File: config.mk
export PLATFORM = sky130hd
export DESIGN_NAME = rwnh_div
export DESIGN_NICKNAME = d
export VERILOG_FILES = /design/src/design/rwnh_pkg.sv /design/src/design/rwnh_div.sv
export SDC_FILE = /design/constraint.sdc
export NUM_CORES = 1
export LEC_CHECK = 0
export ABC_CLOCK_PERIOD_IN_PS = 3100
export BUFFER_PORTS_ARGS = -buffer_cell sky130_fd_sc_hd__buf_2
export CAP_MARGIN = 20
export CELL_PAD_IN_SITES_DETAIL_PLACEMENT = 0
export CELL_PAD_IN_SITES_GLOBAL_PLACEMENT = 1
export CORE_AREA = 2 2 219 307
export DETAILED_ROUTE_END_ITERATION = 7
export DIE_AREA = 0 0 221 309
export PLACE_DENSITY_LB_ADDON = 0.1
export SLEW_MARGIN = 30
export SYNTH_ARGS = -nofsm -noshare
export SYNTH_HDL_FRONTEND = slang
export SYNTH_SLANG_ARGS = --single-unit
export TNS_END_PERCENT = 30
File: constraint.sdc
create_clock -name clock -period 3.1 [get_ports clock]
set_input_delay 0.465 -clock clock [delete_from_list [all_inputs] [get_ports clock]]
set_output_delay 0.465 -clock clock [all_outputs]
set_load 0.01 [all_outputs]
File: src/design/rwnh_pkg.sv
package rwnh_pkg;

   localparam int FRAC_BITS = 8;
   localparam int COORD_W   = 16;
   localparam int DIR_W     = 10;
   localparam int DIFF_W    = 17;
   localparam int PROD_W    = 19;
   localparam int CROSS_W   = 20;
   localparam int SQ_W      = 24;
   localparam int DIST_W    = 25;
   localparam int SPAN_W    = 21;
   localparam int DEPTH_W   = 28;
   localparam int COLOUR_W  = 15;
   localparam int COUNT_W   = 7;
   localparam int INDEX_W   = 6;

   localparam logic [DEPTH_W-1:0] NONE_DEPTH = 28'd256000000;

   localparam logic OP_WRITE = 1'b0;
   localparam logic OP_CAST  = 1'b1;

   typedef struct packed {
      logic [COLOUR_W-1:0]       colour;
      logic signed [COORD_W-1:0] end_y;
      logic signed [COORD_W-1:0] end_x;
      logic signed [COORD_W-1:0] start_y;
      logic signed [COORD_W-1:0] start_x;
   } wall_type;

   typedef struct packed {
      logic                hit;
      logic [DIST_W-1:0]   sdist;
      logic [DIST_W-1:0]   edist;
      logic [COLOUR_W-1:0] colour;
   } div_side_type;

   typedef struct packed {
      logic valid;
      logic busy;
   } div_stat_type;

endpackage

File: src/design/rwnh_div.sv
module rwnh_div (
   input  logic                          clock,
   input  logic                          reset,
   input  logic                          in_valid,
   input  logic [rwnh_pkg::SPAN_W-1:0]   in_num,
   input  logic [rwnh_pkg::SPAN_W-1:0]   in_den,
   input  rwnh_pkg::div_side_type        in_side,
   output rwnh_pkg::div_stat_type        out_stat,
   output logic [rwnh_pkg::FRAC_BITS-1:0] out_quot,
   output rwnh_pkg::div_side_type        out_side
);

   localparam int Q = rwnh_pkg::FRAC_BITS;
   localparam int W = rwnh_pkg::SPAN_W;

   logic [W-1:0]           rem_ff  [0:Q-1];
   logic [W-1:0]           den_ff  [0:Q-1];
   logic [Q-1:0]           quot_ff [0:Q-1];
   rwnh_pkg::div_side_type side_ff [0:Q-1];
   logic [Q-1:0]           valid_ff;

   logic [W-1:0]           rem_src  [0:Q-1];
   logic [W-1:0]           den_src  [0:Q-1];
   logic [Q-1:0]           quot_src [0:Q-1];
   rwnh_pkg::div_side_type side_src [0:Q-1];
   logic [Q-1:0]           valid_src;
   logic [W-1:0]           rem_in   [0:Q-1];
   logic [Q-1:0]           quot_in  [0:Q-1];

   // one quotient bit per stage; remainder stays below the divisor while the numerator is below it
   always_comb begin
      logic [W:0] shifted;
      logic       ge;
      rem_src[0]   = in_num;
      den_src[0]   = in_den;
      quot_src[0]  = '0;
      side_src[0]  = in_side;
      valid_src[0] = in_valid;
      for (int k = 1; k < Q; k++) begin
         rem_src[k]   = rem_ff[k-1];
         den_src[k]   = den_ff[k-1];
         quot_src[k]  = quot_ff[k-1];
         side_src[k]  = side_ff[k-1];
         valid_src[k] = valid_ff[k-1];
      end
      for (int k = 0; k < Q; k++) begin
         shifted    = {rem_src[k], 1'b0};
         ge         = shifted >= {1'b0, den_src[k]};
         rem_in[k]  = ge ? W'(shifted - {1'b0, den_src[k]}) : W'(shifted);
         quot_in[k] = {quot_src[k][Q-2:0], ge};
      end
   end

   always_ff @(posedge clock) begin
      for (int k = 0; k < Q; k++) begin
         rem_ff[k]  <= rem_in[k];
         den_ff[k]  <= den_src[k];
         quot_ff[k] <= quot_in[k];
         side_ff[k] <= side_src[k];
      end
   end

   always_ff @(posedge clock) begin
      if (reset) begin
         valid_ff <= '0;
      end else begin
         valid_ff <= valid_src;
      end
   end

   assign out_stat.valid = valid_ff[Q-1];
   assign out_stat.busy  = |valid_ff;
   assign out_quot       = quot_ff[Q-1];
   assign out_side       = side_ff[Q-1];

endmodule

=== Yosys cells after proc, flatten, opt, wreduce, memory -nomap -nowiden ===
Memories as Yosys holds them, arrays and structs flattened.
Index checks and enable logic that the tools add are counted.

* Add/subtract/negate cells: 8
* Reductions and logical operators: 1
* Mux-type cells: 8
* Magnitude comparators: 8

{| class="wikitable"
|+ Operator list
! kind !! number
|-
| greater-or-equal comparator 22 x 21 -> 1 bit || 8
|-
| 2-to-1 mux 21 bit || 8
|-
| subtractor 21 bit || 8
|-
| OR reduction 8 bit || 1
|}

* Output and inout port bits: 76
* Logic and storage cells: 30
* Input port bits: 111
* Bits in registers: 8
* Memories: 4
* RAM bits: 928

{| class="wikitable"
|+ Memory list
! memory !! depth !! width !! read ports !! clocked after Yosys merged registers in !! write ports !! line !! source
|-
| side_ff || 8 || 66 || 8 || 0 || 8 || rwnh_div.sv:19 || <nowiki>rwnh_pkg::div_side_type side_ff [0:Q-1];</nowiki>
|-
| den_ff || 8 || 21 || 7 || 0 || 8 || rwnh_div.sv:17 || <nowiki>logic [W-1:0] den_ff [0:Q-1];</nowiki>
|-
| rem_ff || 8 || 21 || 7 || 0 || 8 || rwnh_div.sv:16 || <nowiki>logic [W-1:0] rem_ff [0:Q-1];</nowiki>
|-
| quot_ff || 8 || 8 || 8 || 0 || 8 || rwnh_div.sv:18 || <nowiki>logic [Q-1:0] quot_ff [0:Q-1];</nowiki>
|}

=== Logic depth before layout (Yosys ltp) ===
An unclocked memory read counts as a cell.

* Word-level depth: 3
* Gate-level depth with buffers: 12
* Depth with buffers taken out: 10

=== Worst setup path before layout ===
Ideal clock, no wire load.

* Path type: register to register
* From: memory den_ff[2][2] (netlist bit)
* To: memory rem_ff[3][13] (netlist bit)
* Setup slack: 0.140 ns
* Required time: 2.979 ns
* Clock period less this slack: 2.960 ns
* Path buffers: 1
* Arrival: 2.839 ns
* Cell stages (with the launch flop): 12
* Setup time: 0.121 ns
* Cells stage by stage: dfxtp_1 -> inv_1 -> ha_1 -> nor2b_4 -> o31a_1 -> o311a_1 -> o41ai_4 -> a21oi_2 -> a31o_2 -> a41oi_4 -> buf_8 -> mux2_4

{| class="wikitable"
|+ RTL lines
! what !! line
|-
| start: declaration || rwnh_div.sv:17
|-
| end: declaration || rwnh_div.sv:16
|}

==> PnR_summary.wiki <==
{| class="wikitable"
! Metric !! Value
|-
| Status || complete, no violations
|-
| Switching fraction of total power || 30.1%
|-
| Type of the setup path with the least slack || input port to flip-flop
|-
| Largest net degree at the start of global routing || 26
|-
| Vias in the first global route || 17.3k
|-
| Headroom to the max-slew limit || around two fifths
|-
| Synthesized netlist cell count || ~2.4k
|-
| Logic pwr share || 31.5%
|-
| Die Span Y || a little over 300 um
|-
| Clock insertion delay at the later pin of the skew report || between 0.6 and 0.7 ns
|-
| Critical Path Most Common Cell || o31a_1
|-
| Half-perimeter wire length after detailed placement || about 40000 um
|-
| Clock Power Share || between 20% and 30%
|-
| Number of antenna diodes || 0
|-
| Total Wirelength || between 50000 and 60000 um
|-
| Placement Rows || 111
|-
| Setup repair after global routing missed its margin || true
|-
| Worst Setup Slack, final || between 0.1 and 0.15 ns
|-
| Minimum clock period after layout || about 3 ns
|-
| H-tree depth || 3
|-
| Most used flip-flop cell after synthesis || dfxtp_1
|-
| Total GRT Usage || about 16%
|-
| Area inside the core boundary || ~65000 um2
|-
| Synthesis warning total || 0
|-
| Peak clock frequency supported by timing || ~340 MHz
|-
| Number of endpoints with negative hold slack in the final report || 0
|-
| Slew of the pin with the lowest slew margin || slightly below 0.9 ns
|-
| EDFF count, synth || 0
|-
| IO Count || between 150 and 200
|-
| P_sw || ~10 mW
|-
| Signal arrival time at the worst endpoint || around 3.5 ns
|-
| Peak supply drop || ~0.69 mV
|-
| First-pass GRT wire length || around 85000 um
|-
| Die width || ~220 um
|-
| P&R area growth vs syn || 20.1%
|-
| Number of buffers on the longest clock path || 3
|-
| Per-instance average area after synthesis || between 10 and 15 um2
|-
| Final-report setup violation count || 0
|-
| Final number of max-transition violations || 0
|-
| Top cell type's share of synthesized area || between 60 and 70%
|-
| Final Cycle Share || 95.9%
|-
| Fin area || 33600 um2
|-
| Main area contributors after synthesis || dfxtp_1 62%, ha_1 7.5%, mux2_2 3.2%
|-
| Cell type with the largest total area after synthesis || dfxtp_1
|-
| DR DRC count || 0
|-
| Average routed wire per standard cell || ~15 um
|-
| Clk_skew || approximately 0.043 ns
|-
| Cell leakage power || around 15 nW
|-
| Critical path fanouts, max || 17
|-
| Cell with the most instances after synthesis || dfxtp_1
|-
| Synthesized cell area || around 28000 um2
|-
| CTS tree || done
|-
| Count of input and output buffers || between 150 and 200
|-
| Layout cells sized above 1 || a little under a fifth
|-
| Net Count, Synth || approximately 2.7k
|-
| CTS Buf Count || between 80 and 90
|-
| CTS Sinks || about 870
|-
| Final layout net count || roughly 3.0k
|-
| Number of max-cap violations || 0
|-
| Type of element capturing the critical path || flip-flop
|-
| Sum of overflow across all layers after global routing || 0
|-
| Synth top cells by count || 866 x dfxtp_1, 206 x inv_1, 167 x ha_1, 144 x a21oi_1, 112 x nor2_1
|-
| Pwr per Cell Area || roughly 1000 nW/um2
|-
| Share of flip-flops with an asynchronous set or reset || 0%
|-
| Ordered cell list for the critical path || dlygate4sd3_1 > buf_2 > fa_1 > nor2b_1 > o31a_1 > o31a_1 > o41ai_4 > o21ai_1 > nor2_1 > o21ai_2 > buf_12 > mux2_2
|-
| Global placement routability congestion || between 0.8 and 0.9
|-
| Remaining antenna violation count after routing || 0
|-
| Number of detailed-routing iterations run before antenna repair || 5
|-
| Delay of the slowest cell on the worst path || 0.53 ns
|-
| Violation count after the first detailed-route iteration || between 500 and 600
|-
| Distinct cell type count after synthesis || slightly above 70
|-
| Sequential group share of total power || 39.2%
|-
| Number of antenna violations at the first check in global routing || 0
|-
| Post-placement worst setup slack || -0.0150 ns
|-
| Critical Path Slowest Stage Cell || dlygate4sd3_1
|-
| Total of flip-flops plus latches after synthesis || between 800 and 900
|-
| Required time at the worst-slack endpoint || around 3.6 ns
|-
| Clock transition at the registers of the reported paths || around 0.06 ns
|-
| Die Footprint || around 68000 um2
|-
| Vias after detailed routing || between 15k and 20k
|-
| Hold/Removal Path Class || input port to flip-flop
|-
| Post-synthesis sequential area ratio || 62.0%
|-
| Starting density of the core || between 40% and 50%
|-
| Number of vias per cell || around 4.6
|-
| Placed Area || roughly 30000 um2
|-
| Launching element type of the critical path || input port
|-
| Buffer type at the clock tree root || clkbuf_16
|-
| P_int || about 24 mW
|}
final cells by class:
cell class                 count  area [um2]
sequential                   866       17300
clock buffer                 117        2320
fill                        5772       31900
timing repair buffer         342        2410
multi-input combinational   1199        9160
inverter                     206         773
tap                          847        1060
clock inverter                32         489
metrics by stage:
step | hold WS, ns | total power [mW] | instances | utilization [%] | setup TNS [ns]
global route | 0.0245 | 36.8 | 3609 | 51.3 | 0
floorplan | 0.310 | 21.7 | 2375 | - | 0
finish | 0.0609 | 34.6 | 3609 | 51.3 | 0
detailed placement | 0.312 | 24.6 | 3371 | 45.6 | -0.0245
global placement | 0.310 | 24.5 | 3371 | 45.6 | 0
CTS | 0.00840 | 35.1 | 3608 | 51.3 | 0
layout by cell type, fill, tap and decap left out, types with 8 or more instances in the layout:
cell type,n
a211oi_1,16
a21o_1,59
a21oi_1,143
a31oi_1,15
and2_1,8
and3_1,12
buf_2,186
buf_4,62
clkbuf_1,21
clkbuf_16,82
clkbuf_8,14
clkinv_2,11
dfxtp_1,865
dlygate4sd3_1,87
ha_1,167
inv_1,206
mux2_2,80
mux2_4,17
mux2i_1,8
nand2_1,70
nand2b_1,20
nand3_1,38
nand4_1,15
nor2_1,112
nor2b_1,35
nor3_1,33
o211ai_1,13
o21a_1,22
o21ai_0,60
o21bai_1,10
o31a_1,8
o31ai_1,15
or2_2,8
or3_1,8
xnor2_1,70
xor2_1,42
kinds of logic (layout without fill, tap and decap cells):
group | count (synthesis) | after routing | synth area share (%)
flops | 866 | 866 | 62.0
compound gates | 423 | 423 | 9.92
simple gates | 385 | 385 | 6.82
buf+inv | 310 | 697 | 5.31
fa+ha+maj | 174 | 174 | 7.98
xor+xnor | 112 | 112 | 3.51
mux | 105 | 105 | 4.42
metal layers:
metal	share of wire, %	vias up	global-route usage [%]
met2	53	297	29.8
met1	38	7631	15.3
met4	5.3	0	9.26
met3	3.8	142	3.35
met5	0	-	0
li1	-	8614	-
power by group through the flow:
stage	clock network, mW	logic (mW)	registers, mW
floorplan	0	8.22	13.5
global placement	0	10.6	13.8
detailed placement	0	10.7	13.8
CTS	10.5	11.0	13.6
global route	11.0	12.1	13.7
finish	10.1	10.9	13.5
state kept, by name, summed over array words and instances, names as in the netlist:
| name | flops |
|---|---|
| quot_ff | 36 |
| valid_ff | 8 |
| side_ff | 528 |
| rem_ff | 147 |
| den_ff | 147 |
final timing paths:
| path | slack (ns) | end | cells past startpoint | startpoint |
|---|---|---|---|---|
| setup / recovery | 0.13 | rem_ff[0][2] | 12 | in_den[0] |
| hold / removal | 0.06 | valid_ff[0] | 2 | in_valid |
| hold reg to reg | 0.32 | side_ff[1][21] | 0 | side_ff[0][219] |
| setup reg to reg | 0.13 | rem_ff[3][2] | 11 | den_ff[2][2] |
critical path: cells and delay by family:
family	cells	cell delay [ns]
compound gates	5	1.03
simple gates	2	0.32
buf+inv	3	0.88
fa+ha+maj	1	0.44
mux	1	0.34
timing repair:
action,CTS,global route
pin swaps,2,3
resized for setup,1,4
hold buffers,87,0
endpoints found under the hold margin,87,0
endpoints found under the setup margin,7,47
cloned,1,0
setup buffers,0,1
Note: power is estimated with default switching activity, not from simulation.
